## config.mk

```make
export PLATFORM = sky130hd
export DESIGN_NAME = indexed_stack_list
export DESIGN_NICKNAME = d
export VERILOG_FILES = /design/src/rtl/isl_pkg.sv /design/src/rtl/indexed_stack_list.sv /design/src/rtl/isl_decode.sv /design/src/rtl/isl_store.sv
export SDC_FILE = /design/constraint.sdc
export NUM_CORES = 1
export LEC_CHECK = 0
export ABC_AREA = 0
export BUFFER_PORTS_ARGS = -buffer_cell sky130_fd_sc_hd__buf_2
export CORE_ASPECT_RATIO = 0.6
export CORE_UTILIZATION = 30
export CTS_CLUSTER_DIAMETER = 200
export DETAILED_ROUTE_END_ITERATION = 12
export PLACE_DENSITY = 0.52
export SETUP_SLACK_MARGIN = 0.2
export SYNTH_ARGS = -nofsm -noshare
export SYNTH_HDL_FRONTEND = slang
export SYNTH_SLANG_ARGS = --single-unit
```

## constraint.sdc

```tcl
create_clock -name clk -period 6.9 [get_ports clk]
set_input_delay 0.69 -clock clk [delete_from_list [all_inputs] [get_ports clk]]
set_output_delay 0.69 -clock clk [all_outputs]
set_load 0.02 [all_outputs]
```

## src/rtl/isl_pkg.sv

```systemverilog
// ----------------------------------------------------------------------------
// isl_pkg
// Shared types, command and status codes, and field widths for the
// indexed stack list.
// ----------------------------------------------------------------------------
package isl_pkg;

  // Fixed field widths of the item ports.
  localparam int CMD_W     = 2;
  localparam int POS_W     = 4;
  localparam int REC_W     = 32;
  localparam int STAT_W    = 2;
  localparam int CNT_OUT_W = 5;

  // Defaults for the top-level parameters.
  localparam int DEPTH_DEF  = 16;
  localparam int DATA_W_DEF = 32;

  // Command codes.
  localparam logic [CMD_W-1:0] CMD_INSERT = 2'd0;
  localparam logic [CMD_W-1:0] CMD_TAKE   = 2'd1;
  localparam logic [CMD_W-1:0] CMD_READ   = 2'd2;
  localparam logic [CMD_W-1:0] CMD_CLEAR  = 2'd3;

  // Status codes.
  localparam logic [STAT_W-1:0] ST_OK    = 2'd0;
  localparam logic [STAT_W-1:0] ST_PAST  = 2'd1;
  localparam logic [STAT_W-1:0] ST_EMPTY = 2'd2;
  localparam logic [STAT_W-1:0] ST_FULL  = 2'd3;

  // Operation decoded from one item, handed from the decoder to the store
  // and the result register.
  typedef struct packed {
    logic              ins;     // insert at index, shift lower entries down
    logic              rem;     // remove at index, shift lower entries up
    logic              clr;     // empty the stack
    logic              rd;      // item returns the entry at index
    logic [STAT_W-1:0] status;
  } isl_op_t;

endpackage

```

## src/rtl/indexed_stack_list.sv

```systemverilog
// ----------------------------------------------------------------------------
// indexed_stack_list
// Stack of records with insert, take and read at an index counted from the
// top, plus clear. One result item for every input item.
// ----------------------------------------------------------------------------
//  channel | direction | handshake              | payload
//  in_     | input     | in_valid / in_stall    | command, position, record_in
//  out_    | output    | out_valid / out_stall  | record_out, status, count_now
//
// An item is held in the input register, then decoded and applied to the
// register array as it advances, which also loads the result register.
// One item per cycle is sustained while the result is not stalled.
// Reset clears the fill count and both valid flags; records are not cleared.
// A stalled result holds the input register, which then stalls the input.
// ----------------------------------------------------------------------------
module indexed_stack_list #(
  parameter int DEPTH      = isl_pkg::DEPTH_DEF,
  parameter int DATA_WIDTH = isl_pkg::DATA_W_DEF
) (
  input  logic                         clk,
  input  logic                         rst_n,
  input  logic                         in_valid,
  output logic                         in_stall,
  input  logic [isl_pkg::CMD_W-1:0]    in_command,
  input  logic [isl_pkg::POS_W-1:0]    in_position,
  input  logic [isl_pkg::REC_W-1:0]    in_record_in,
  output logic                         out_valid,
  input  logic                         out_stall,
  output logic [isl_pkg::REC_W-1:0]    out_record_out,
  output logic [isl_pkg::STAT_W-1:0]   out_status,
  output logic [isl_pkg::CNT_OUT_W-1:0] out_count_now
);

  localparam int CW = $clog2(DEPTH + 1);
  localparam int IW = $clog2(DEPTH);

  logic                          in_vld_r;
  logic [isl_pkg::CMD_W-1:0]     cmd_r;
  logic [isl_pkg::POS_W-1:0]     pos_r;
  logic [DATA_WIDTH-1:0]         rec_r;

  logic                          out_vld_r;
  logic [isl_pkg::REC_W-1:0]     rec_out_r;
  logic [isl_pkg::STAT_W-1:0]    stat_r;
  logic [isl_pkg::CNT_OUT_W-1:0] cnt_out_r;

  isl_pkg::isl_op_t              op;
  logic [IW-1:0]                 idx;
  logic [DATA_WIDTH-1:0]         rd_data;
  logic [CW-1:0]                 count;
  logic [CW-1:0]                 cnt_nxt;
  logic                          advance;

  assign advance  = in_vld_r && (!out_vld_r || !out_stall);
  assign in_stall = in_vld_r && !advance;

  assign out_valid      = out_vld_r;
  assign out_record_out = rec_out_r;
  assign out_status     = stat_r;
  assign out_count_now  = cnt_out_r;

  always_ff @(posedge clk) begin
    if (!rst_n) begin
      in_vld_r <= 1'b0;
    end else if (!in_stall) begin
      in_vld_r <= in_valid;
    end
  end

  always_ff @(posedge clk) begin
    if (in_valid && !in_stall) begin
      cmd_r <= in_command;
      pos_r <= in_position;
      rec_r <= DATA_WIDTH'(in_record_in);
    end
  end

  isl_decode #(
    .DEPTH (DEPTH)
  ) u_decode (
    .command  (cmd_r),
    .position (pos_r),
    .count    (count),
    .op       (op),
    .idx      (idx)
  );

  isl_store #(
    .DEPTH  (DEPTH),
    .DATA_W (DATA_WIDTH)
  ) u_store (
    .clk     (clk),
    .rst_n   (rst_n),
    .en      (advance),
    .op      (op),
    .idx     (idx),
    .wr_data (rec_r),
    .rd_data (rd_data),
    .count   (count),
    .cnt_nxt (cnt_nxt)
  );

  always_ff @(posedge clk) begin
    if (!rst_n) begin
      out_vld_r <= 1'b0;
    end else if (advance) begin
      out_vld_r <= 1'b1;
    end else if (!out_stall) begin
      out_vld_r <= 1'b0;
    end
  end

  always_ff @(posedge clk) begin
    if (advance) begin
      rec_out_r <= op.rd ? isl_pkg::REC_W'(rd_data) : '0;
      stat_r    <= op.status;
      cnt_out_r <= isl_pkg::CNT_OUT_W'(cnt_nxt);
    end
  end

endmodule

```

## src/rtl/isl_decode.sv

```systemverilog
// ----------------------------------------------------------------------------
// isl_decode
// Turns a command, a position and the current fill count into an operation,
// an effective index and a status code.
// ----------------------------------------------------------------------------
module isl_decode #(
  parameter int DEPTH = isl_pkg::DEPTH_DEF,
  localparam int CW   = $clog2(DEPTH + 1),
  localparam int IW   = $clog2(DEPTH)
) (
  input  logic [isl_pkg::CMD_W-1:0] command,
  input  logic [isl_pkg::POS_W-1:0] position,
  input  logic [CW-1:0]             count,
  output isl_pkg::isl_op_t          op,
  output logic [IW-1:0]             idx
);

  // Compare width wide enough for both the position and the count.
  localparam int CMPW = (CW > isl_pkg::POS_W) ? CW : isl_pkg::POS_W;

  logic [CMPW-1:0] pos_x;
  logic [CMPW-1:0] cnt_x;
  logic [CMPW-1:0] idx_x;
  logic            full;
  logic            empty;

  assign pos_x = CMPW'(position);
  assign cnt_x = CMPW'(count);
  assign full  = (count == CW'(DEPTH));
  assign empty = (count == '0);
  assign idx   = idx_x[IW-1:0];

  always_comb begin
    op        = '0;
    op.status = isl_pkg::ST_OK;
    idx_x     = pos_x;
    unique case (command)
      isl_pkg::CMD_INSERT: begin
        if (full) begin
          op.status = isl_pkg::ST_FULL;
        end else begin
          op.ins = 1'b1;
          // A position beyond the count lands at the bottom.
          if (pos_x > cnt_x) begin
            idx_x     = cnt_x;
            op.status = isl_pkg::ST_PAST;
          end
        end
      end
      isl_pkg::CMD_TAKE, isl_pkg::CMD_READ: begin
        if (empty) begin
          op.status = isl_pkg::ST_EMPTY;
        end else begin
          op.rd  = 1'b1;
          op.rem = (command == isl_pkg::CMD_TAKE);
          if (pos_x >= cnt_x) begin
            idx_x     = cnt_x - CMPW'(1);
            op.status = isl_pkg::ST_PAST;
          end
        end
      end
      isl_pkg::CMD_CLEAR: begin
        op.clr = 1'b1;
      end
      default: begin
        op = '0;
      end
    endcase
  end

endmodule

```

## src/rtl/isl_store.sv

```systemverilog
// ----------------------------------------------------------------------------
// isl_store
// Register array of records with the fill count. Every entry can take its
// upper or lower neighbor, so an insert or a removal at any index shifts
// all affected entries in a single update.
// ----------------------------------------------------------------------------
module isl_store #(
  parameter int DEPTH  = isl_pkg::DEPTH_DEF,
  parameter int DATA_W = isl_pkg::DATA_W_DEF,
  localparam int CW    = $clog2(DEPTH + 1),
  localparam int IW    = $clog2(DEPTH)
) (
  input  logic             clk,
  input  logic             rst_n,
  input  logic             en,
  input  isl_pkg::isl_op_t op,
  input  logic [IW-1:0]    idx,
  input  logic [DATA_W-1:0] wr_data,
  output logic [DATA_W-1:0] rd_data,
  output logic [CW-1:0]    count,
  output logic [CW-1:0]    cnt_nxt
);

  logic [DATA_W-1:0] ent_r [DEPTH];
  logic [CW-1:0]     cnt_r;

  assign count   = cnt_r;
  assign rd_data = ent_r[idx];

  always_comb begin
    priority if (op.clr) begin
      cnt_nxt = '0;
    end else if (op.ins) begin
      cnt_nxt = cnt_r + CW'(1);
    end else if (op.rem) begin
      cnt_nxt = cnt_r - CW'(1);
    end else begin
      cnt_nxt = cnt_r;
    end
  end

  always_ff @(posedge clk) begin
    if (!rst_n) begin
      cnt_r <= '0;
    end else if (en) begin
      cnt_r <= cnt_nxt;
    end
  end

  for (genvar g = 0; g < DEPTH; g++) begin : g_ent
    // Neighbor sources; the first entry points at itself, where the shift can
    // never select it, and the last entry keeps its own value on a removal.
    localparam int LO = (g == 0) ? 0 : g - 1;
    localparam int HI = (g == DEPTH - 1) ? g : g + 1;

    always_ff @(posedge clk) begin
      if (en) begin
        if (op.ins && (idx == IW'(g))) begin
          ent_r[g] <= wr_data;
        end else if (op.ins && (idx < IW'(g))) begin
          ent_r[g] <= ent_r[LO];
        end else if (op.rem && (idx <= IW'(g))) begin
          ent_r[g] <= ent_r[HI];
        end
      end
    end
  end

endmodule
```

Word-level counts from Yosys, hierarchy flattened
Memory sizes are Yosys's and may differ from the RTL's. A register that Yosys moved wholly into a read port is not among the register bits.
Cells that the tools add are included.
{ "word_totals": {"ram_bits": 512, "n_memories": 1, "inputBits": 42, "register_bits": 52} }
{ "memory_table": {"columns": ["memory", "words", "width", "read_ports", "rd_clocked_by_memory_dff", "write_ports", "line_no", "text"], "rows": [
  ["u_store.ent_r", 16, 32, 17, 1, 16, "isl_store.sv:24", "logic [DATA_W-1:0] ent_r [DEPTH];"]
]} }
{ "op_classes": {"n_lt_le_gt_ge": 34, "reduce_logical": 61, "n_eq_ne": 20, "muxes": 246, "bitwise": 32, "n_addsub": 2} }
{ "op_table": {"columns": ["op", "count"], "rows": [
  ["$mux 32", 32],
  ["$mux 1", 203],
  ["$logic_and 1x1->1", 51],
  ["$eq 4x4->1 const B", 8],
  ["$le 4x4->1 const B", 8],
  ["$lt 4x4->1 const B", 8],
  ["$or 1x1->1", 32],
  ["$eq 4x3->1 const B", 4],
  ["$le 4x3->1 const B", 4],
  ["$lt 4x3->1 const B", 4],
  ["$mux 4", 4],
  ["$mux 5", 3],
  ["$eq 4x2->1 const B", 2],
  ["$le 4x1->1 const B", 2],
  ["$le 4x2->1 const B", 2],
  ["$lt 4x1->1 const B", 2],
  ["$lt 4x2->1 const B", 2],
  ["$pmux 4 s2", 1],
  ["$add 5x1->5 const B", 1],
  ["$eq 5x5->1 const B", 1],
  ["$ge 4x5->1", 1],
  ["$gt 4x5->1", 1],
  ["$logic_not 1->1", 5],
  ["$logic_not 5->1", 1],
  ["other kinds (11)", 13]
]} }

Longest topological paths before layout
Gate-level depths: netlist of run 1.
{ "logic_depth": {"ltp_word": 12, "ltp_mapped": 14, "depth_no_buf": 10} }

Cells and area by module
Synthesis of run 1 repeated with hierarchy kept, for this count alone.
{ "unflattened": {"cells_unflattened": 2716, "hier_area_um2": 32951.6} }
{ "by_module_without_submodules": {"columns": ["mod", "seq_area_each_um2", "cells_per_inst", "area_each_um2", "instances"], "rows": [
  ["isl_store", 15474.8, 2530, 29817.3, 1],
  ["indexed_stack_list", 2352.3, 120, 2651.3, 1],
  ["isl_decode", 0.0, 66, 483.0, 1]
]} }

Worst setup path before layout of run 1
Ideal clock, no wire load.
{ "synth_path": {"kind": "register to register", "start": "reg u_store.cnt_r[0] (netlist: u_store.count[0])", "end": "mem u_store.ent_r[0][0] in the netlist's numbering, enable pin", "path_stages_with_launch": 13, "required_time_ps": 6434, "setup_ps": 466, "arrival_ps": 4808, "slack_ps": 1627, "path_cell_list": "dfxtp_1 inv_1 ha_1 or3b_1 o21a_1 nand2_1 or3_1 buf_2 nor3_2 nand2_1 clkbuf_1 buf_1 o21ai_0"} }
{ "synth_lines": {"columns": ["item", "line_no", "text"], "rows": [
  ["start, declared", "isl_store.sv:25", "logic [CW-1:0] cnt_r;"],
  ["start signal, assigned", "isl_store.sv:46", "cnt_r <= cnt_nxt;"],
  ["end, declared", "isl_store.sv:24", null]
]} }

==> impl_metrics.csv, run 1 <==
group,metric,value,unit
setup_path,cp.required,7310,ps
cells_and_area,final-seq-area,0.0178,mm2
setup_path,crit_slowest_cell,"a21oi_4",
clocking,tritoncts,"built",
clocking,hold_buffers,0,
sta,whs,175,ps
clocking,cts_resized,0,
clocking,cts.path.max_buffers,3,
die,die_x,440,um
clocking,numCtsBuffers,58,
sta,fin_crit,5380,ps
cells_and_area,fillCellCount,11400,
drt,ant_nets,0,
setup_path,path_max_fanout,42,
logic_synthesis,syn_inst,3381,
sta,rsz0062_at_grt,"false",
drt,routedWlPerCell,30.1,um
die,io_pins,83,
clocking,cts.sinks,596,
cells_and_area,drive_above_1_share,0.158,
setup_path,path_cells,"inv_1 > ha_1 > nor3b_2 > a21oi_1 > nand2_2 > buf_4 > inv_4 > nand3_1 > a21oi_4 > buf_12 > mux2i_1 > o21ai_0",
setup_path,cpPeakStageDelay,990,ps
logic_synthesis,syn_area,0.0345,mm2
logic_synthesis,avgSynthCellArea,10.2,um2
sta,slew_viol_final,0,
logic_synthesis,synth_cell_types,72,
power_and_ir_drop,vdd.ir_drop.worst,0.000191,V
sta,fin_tns_setup,0,ps
power_and_ir_drop,powerDensity,228,mW/mm2
setup_path,cp-end-kind,"flop",
drt,drt-total-wl,145000,um
sta,setup_violations,0,
drt,vias,30000,
sta,fin_crit_sh,0.780,
placed_design,place_inst,4722,
grt,gr-total-overflow,0,
die,start_util,0.305,
drt,first_pass_iters,6,
drt,drt_iter0_markers,4327,
cells_and_area,nets,3330,
cells_and_area,final_cells,4832,
clocking,h-tree-depth,2,
worst_hold_path,hp-class,"in -> reg",
outcome,outcome,"completed",
grt,grt_pass1_wl,206000,um
setup_path,crit_type,"reg -> reg",
logic_synthesis,async_flop_share,0,
clocking,clock-root-buffer,"clkbuf_16",
drt,drcViolationCount,0,
placed_design,routabilityCongestion,0.870,
flow_run,max_cap_viol_count,0,
die,die_h,265,um
power_and_ir_drop,power_leakage,12.3,nW
placed_design,dp_hpwl,84900,um
clocking,path_clk_slew,70,ps
logic_synthesis,yosys_warnings,0,
grt,grt_max_degree,121,
logic_synthesis,synth_ff_type,"edfxtp_1",
clocking,cts_setup_buffers,0,
die,rows,95,
sta,max-slew-margin-rel,0.118,
cells_and_area,multiInputGateArea,0.0158,mm2
cells_and_area,syn_to_final_growth,12.2,%
sta,tightestPinTransition,1320,ps
setup_path,worstSetupStartpointType,"flop",
logic_synthesis,synth-edff-count,589,
sta,fmax,0.186,GHz
logic_synthesis,syn_nets,3432,
clocking,worstSkewPairLatency,690,ps
grt,antenna_found_initial,0,
logic_synthesis,ys_ff_latch,596,
grt,track_usage,0.243,
die,fp.dieArea,0.116,mm2
logic_synthesis,synth_seq_area_share,0.516,
setup_path,cp.arrival,5790,ps
die,core-area,0.113,mm2
grt,grt_pass1_vias,27400,
sta,setup_ws,1520,ps
sta,hold_violations,0,
sta,fin_skew,31.3,ps
placed_design,dp_slack,1680,ps
drt,viasPerCell,6.20,
placed_design,numPortBuffers,82,
synth_stat cells, drive strengths merged, types with 10 or more instances:
master / count / share of area
edfxtp: 589 / 0.51
a21oi: 125 / 0.019
mux2: 162 / 0.053
buf: 89 / 0.013
a31o: 32 / 0.0081
o211ai: 37 / 0.0080
and3: 64 / 0.012
inv: 13 / 0.0014
clkbuf: 251 / 0.027
a211oi: 131 / 0.029
mux2i: 229 / 0.066
o21ai: 401 / 0.058
nand2: 484 / 0.053
a2bb2oi: 66 / 0.017
o221ai: 34 / 0.0086
a221o: 31 / 0.0090
nor3: 10 / 0.0016
nand3: 234 / 0.034
nor2: 154 / 0.017
a31oi: 163 / 0.030
where the power goes:
| part | leakage (nW) | internal (mW) | switching [mW] | total [mW] |
|---|---|---|---|---|
| logic | 5.87 | 0.360 | 0.770 | 1.13 |
| registers | 5.42 | 4.09 | 0.113 | 4.20 |
| clock network | 0.964 | 1.91 | 1.60 | 3.51 |
| total | 12.3 | 6.35 | 2.48 | 8.84 |
metal layers:
metal	routed length (um)	vias to the layer above	GRT usage
li1	-	12700	-
met1	66300	14900	0.377
met5	0	-	0
met4	4330	0	0.0689
met3	19200	241	0.0698
met2	55500	2137	0.318
per-stage QoR:
stage	power (mW)	area, um2	util
CTS	8.84	38700	0.343
floorplan	4.92	34500	-
global placement	5.36	36800	0.325
finish	8.84	38700	0.343
detailed placement	5.37	36800	0.325
global route	9.07	38700	0.343
sequential cells by signal, indices dropped and copies added, names as in the netlist:
name / count
u_store.count: 5
rec_r: 32
u_store.ent_r: 512
out_record_out: 32
out_status: 2
in_vld_r: 1
cmd_r: 2
pos_r: 4
out_count_now: 5
out_valid: 1
layout make-up:
class | instances | area share
diodes | 1 | 0.0000646
clock buffers | 66 | 0.0388
clock inverters | 43 | 0.0120
inverters | 14 | 0.00142
multi-input cells | 2431 | 0.408
flip-flops and latches | 596 | 0.460
well taps | 1503 | 0.0486
repair buffers | 178 | 0.0308
critical path, delay by kind of cell (launching register included):
family / cells / cell delay, ps
DFF: 1 / 520
and+or+nand+nor: 3 / 930
buffers and inverters: 4 / 1370
muxes: 1 / 200
adders and majority gates: 1 / 270
AOI/OAI and AO/OA: 3 / 1710
kinds of logic (layout without fill, tap and decap cells):
logic type / Yosys count / count (layout) / share of synthesized area
AO/OA/AOI/OAI: 1056 / 1056 / 0.196
AND/OR/NAND/NOR: 971 / 971 / 0.123
flip-flops: 596 / 596 / 0.516
multiplexers: 391 / 391 / 0.119
buffers and inverters: 354 / 301 / 0.0419
adder cells (fa/ha/maj): 9 / 9 / 0.00326
XOR/XNOR: 4 / 4 / 0.00102
other: 0 / 1 / 0
worst paths after layout:
path	cells past startpoint	endpoint	from	slack, ps
hold / removal	1	rec_r[4]	in_record_in[4]	180
hold reg to reg	2	out_valid	in_vld_r	530
setup / recovery	12	u_store.ent_r[5][1]	u_store.count[0]	1520
setup reg to reg	12	u_store.ent_r[5][1]	u_store.count[0]	1520
layout by cell type, fill, tap and decap left out, types with 4 or more instances in the layout:
master       n
clkinv_1    15
o211ai_1    37
edfxtp_1   589
clkbuf_1     7
clkbuf_16   59
buf_4       91
a2bb2oi_1   65
a21boi_0     5
nor2_4      10
nand2_2      6
nand2_1    476
nor3_1       7
buf_12       5
a31oi_1    160
or2_2        4
mux2i_1    228
nor2_1     144
o21ai_0    338
a31o_2      32
o21ai_4      9
o221ai_1    33
clkinv_2    12
a221o_1     31
o21ai_1     54
a21oi_1    110
bufinv_16    9
a211oi_1   129
nand3_1    231
mux2_2     146
dfxtp_1      7
buf_2       82
a21oi_4     15
and3_1      64
mux2_1      15
ha_1         9
inv_1       11
Note: power is estimated with default switching activity, not from simulation.
==> run 2, diff against run 1 <==
--- a/config.mk
+++ b/config.mk
@@ -5,13 +5,13 @@
 export SDC_FILE = /design/constraint.sdc
 export NUM_CORES = 1
 export LEC_CHECK = 0
-export ABC_AREA = 0
+export ABC_AREA = 1
 export BUFFER_PORTS_ARGS = -buffer_cell sky130_fd_sc_hd__buf_2
 export CORE_ASPECT_RATIO = 0.6
 export CORE_UTILIZATION = 30
 export CTS_CLUSTER_DIAMETER = 200
 export DETAILED_ROUTE_END_ITERATION = 12
-export PLACE_DENSITY = 0.52
+export PLACE_DENSITY = 0.54
 export SETUP_SLACK_MARGIN = 0.2
 export SYNTH_ARGS = -nofsm -noshare
 export SYNTH_HDL_FRONTEND = slang
==> constraint.sdc (replaced) <==
create_clock -name clk -period 4.66 [get_ports clk]
set_input_delay 0.466 -clock clk [delete_from_list [all_inputs] [get_ports clk]]
set_output_delay 0.466 -clock clk [all_outputs]
set_load 0.02 [all_outputs]
==> run 2 against run 1 <==
- flip-flop and latch count unchanged
- final cell count up 36%
- critical path depth down 4
- count of clock-buffer cells in the layout up 5
- die area up 6.6%
==> impl_metrics.csv, run 2 <==
group,metric,value,unit
power_and_ir_drop,vdd.ir_drop.worst,0.000301,V
cells_and_area,multiInputGateArea,0.0162,mm2
grt,track_usage,0.223,
drt,first_pass_iters,8,
sta,rsz0062_at_grt,"false",
die,die_h,273,um
die,fp.dieArea,0.124,mm2
grt,busiest_layer,"met1",
logic_synthesis,synth_ff_type,"edfxtp_1",
cells_and_area,largest_reg_flops,512,
logic_synthesis,netlist.area_leader.share,0.480,
sta,fin_skew,22.4,ps
logic_synthesis,yosys.area_share.simple,0.360,
cells_and_area,num_antenna_cells,0,
logic_synthesis,synth_seq_area_share,0.484,
sta,max-slew-margin-rel,0.365,
cells_and_area,drive_above_1_share,0.0778,
cells_and_area,nets,4933,
setup_path,cp.required,5000,ps
cells_and_area,layout_commonest_cell,"nand2_1",
grt,antenna_found_initial,2,
grt,use_met3,0.0391,
grt,grt_pass1_wl,212000,um
worst_hold_path,hp-class,"in -> reg",
logic_synthesis,synth-edff-count,589,
clocking,cts.sinks,596,
clocking,cts_setup_buffers,0,
flow_run,max_cap_viol_count,0,
logic_synthesis,syn_nets,5009,
cells_and_area,fillCellCount,13000,
die,core-area,0.122,mm2
logic_synthesis,avgSynthCellArea,7.43,um2
setup_path,crit_slowest_cell,"o21ai_2",
die,start_util,0.303,
clocking,worstSkewPairLatency,680,ps
logic_synthesis,synth_fa_ha_area_frac,0.00306,
clocking,cts.path.max_buffers,3,
clocking,clock-root-buffer,"clkbuf_16",
sta,tightestPinTransition,950,ps
drt,vias,35000,
grt,grt_pass1_vias,32800,
cells_and_area,most-common-layout-cells,"nand2_1 (2,039), nand3_1 (610), edfxtp_1 (589)",
logic_synthesis,synth_top_area_cell,"edfxtp_1",
drt,drt-total-wl,141000,um
sta,setup_violations,0,
drt,drt_iter0_markers,4581,
logic_synthesis,syn_area,0.0368,mm2
grt,met1_usage,0.351,
logic_synthesis,synthXorXnorAreaFrac,0.000476,
logic_synthesis,ys_ff_latch,596,
setup_path,path_cells,"ha_1 > clkinv_1 > o21ai_2 > nand3_2 > nor2_4 > inv_2 > nand2_2 > buf_12",
clocking,numCtsBuffers,59,
logic_synthesis,syn_inst,4958,
grt,grt_max_degree,113,
power_and_ir_drop,p_total,14.7,mW
placed_design,numPortBuffers,82,
logic_synthesis,yosys_warnings,0,
logic_synthesis,synth_compound_gate_area_share,0.0719,
logic_synthesis,synth.most_common_cell,"nand2_1",
cells_and_area,final_core_utilization,0.341,
grt,gr-total-overflow,0,
setup_path,cp-end-kind,"flop",
cells_and_area,final-seq-area,0.0178,mm2
logic_synthesis,synth_cell_types,36,
setup_path,cp.arrival,4580,ps
placed_design,dp_hpwl,94800,um
sta,slew_viol_final,0,
logic_synthesis,synth_top_family_by_area,"simple AND/OR/NAND/NOR gates",
power_and_ir_drop,powerDensity,355,mW/mm2
sta,fin_tns_setup,0,ps
logic_synthesis,async_flop_share,0,
cells_and_area,syn_to_final_growth,12.6,%
clocking,tritoncts,"built",
drt,viasPerCell,5.35,
sta,fin_crit,4240,ps
drt,drcViolationCount,0,
die,io_pins,83,
logic_synthesis,synth_commonest_cells,"nand2_1 (2,063), nand3_1 (612), edfxtp_1 (589), inv_1 (336), nor2_1 (240)",
placed_design,routabilityCongestion,0.877,
die,die_x,454,um
power_and_ir_drop,power_leakage,18.2,nW
clocking,h-tree-depth,2,
sta,fin_crit_sh,0.910,
setup_path,path_max_fanout,32,
grt,use_met2,0.312,
clocking,path_clk_slew,70,ps
die,rows,99,
drt,ant_nets,0,
logic_synthesis,synthTopCellsByArea,"edfxtp_1 (48%), nand2_1 (21%), nand3_1 (8.3%), inv_1 (3.4%), o21ai_0 (3.2%)",
sta,hold_violations,0,
setup_path,cpPeakStageDelay,610,ps
drt,routedWlPerCell,21.5,um
logic_synthesis,post_synth_mux_area_share,0,
outcome,outcome,"completed",
setup_path,crit_type,"reg -> reg",
setup_path,worstSetupStartpointType,"flop",
sta,fmax,0.236,GHz
cells_and_area,top_register,"u_store.ent_r",
run 2: cell types whose count changed in the layout (fill, tap and decap cells not counted), sizes merged, moves of 64 or more:
cell and change:
and3 -64, nor2 +100, inv +335, nand3 +382
mux2i -229, a31oi -98, nand3b +146, a2bb2oi -66
mux2 -162, a211oi -124, nand2 +1586, a21oi -87
run 2: final timing paths:
check,startpoint,end,slack (ps),cells after the start
max,cmd_r[0],u_store.ent_r[2][27],420,8
min,in_record_in[4],rec_r[4],30,1
max reg2reg,cmd_r[0],u_store.ent_r[2][27],420,8
min reg2reg,out_valid,out_valid,520,2
run 2: area by class of cell:
class / count / area share
clock buffer: 71 / 0.0377
timing repair buffer: 243 / 0.0480
sequential: 596 / 0.430
inverter: 352 / 0.0319
clock inverter: 41 / 0.0123
tap: 1616 / 0.0488
multi-input combinational: 3630 / 0.391
run 2: worst max-delay path, delay by kind of cell, from the launching register on:
family / cells / cell delay (ps)
buf+inv: 3 / 1150
simple gates: 3 / 1150
compound gates: 1 / 610
fa+ha+maj: 1 / 550
flops: 1 / 380
run 2: cell families after synthesis:
| kind of cell | count (synthesis) |
|---|---|
| AO/OA/AOI/OAI | 498 |
| AND/OR/NAND/NOR | 3121 |
| buffers and inverters | 732 |
| adder cells (fa/ha/maj) | 9 |
| XOR/XNOR | 2 |
| flip-flops | 596 |
run 2: metal layers:
| metal | wire length [um] | share of wire |
|---|---|---|
| met5 | 0 | 0 |
| met3 | 13500 | 0.095 |
| met4 | 2730 | 0.019 |
| met1 | 68600 | 0.49 |
| met2 | 56300 | 0.40 |
run 2: power breakdown:
| part | internal (mW) | total, mW | switching, mW |
|---|---|---|---|
| Clock | 3.01 | 5.40 | 2.40 |
| Sequential | 6.13 | 6.28 | 0.150 |
| Combinational | 0.817 | 3.02 | 2.20 |
run 2: through the flow:
step	instance area [um2]	hold WS, ps	std cells	setup slack, ps
final	41400	28.0	6549	421
after global routing	41400	21.4	6549	217
after CTS	41400	8.22	6549	546
after floorplan	36800	475	4958	216
after global placement	39000	504	6404	569
after detailed placement	39000	508	6404	548
run 2: timing repair:
action                                  4_1_cts  5_1_grt
endpoints found under the setup margin        0       27
hold buffers                                 33        0
endpoints found under the hold margin        33        0
gates resized for setup                       0        5
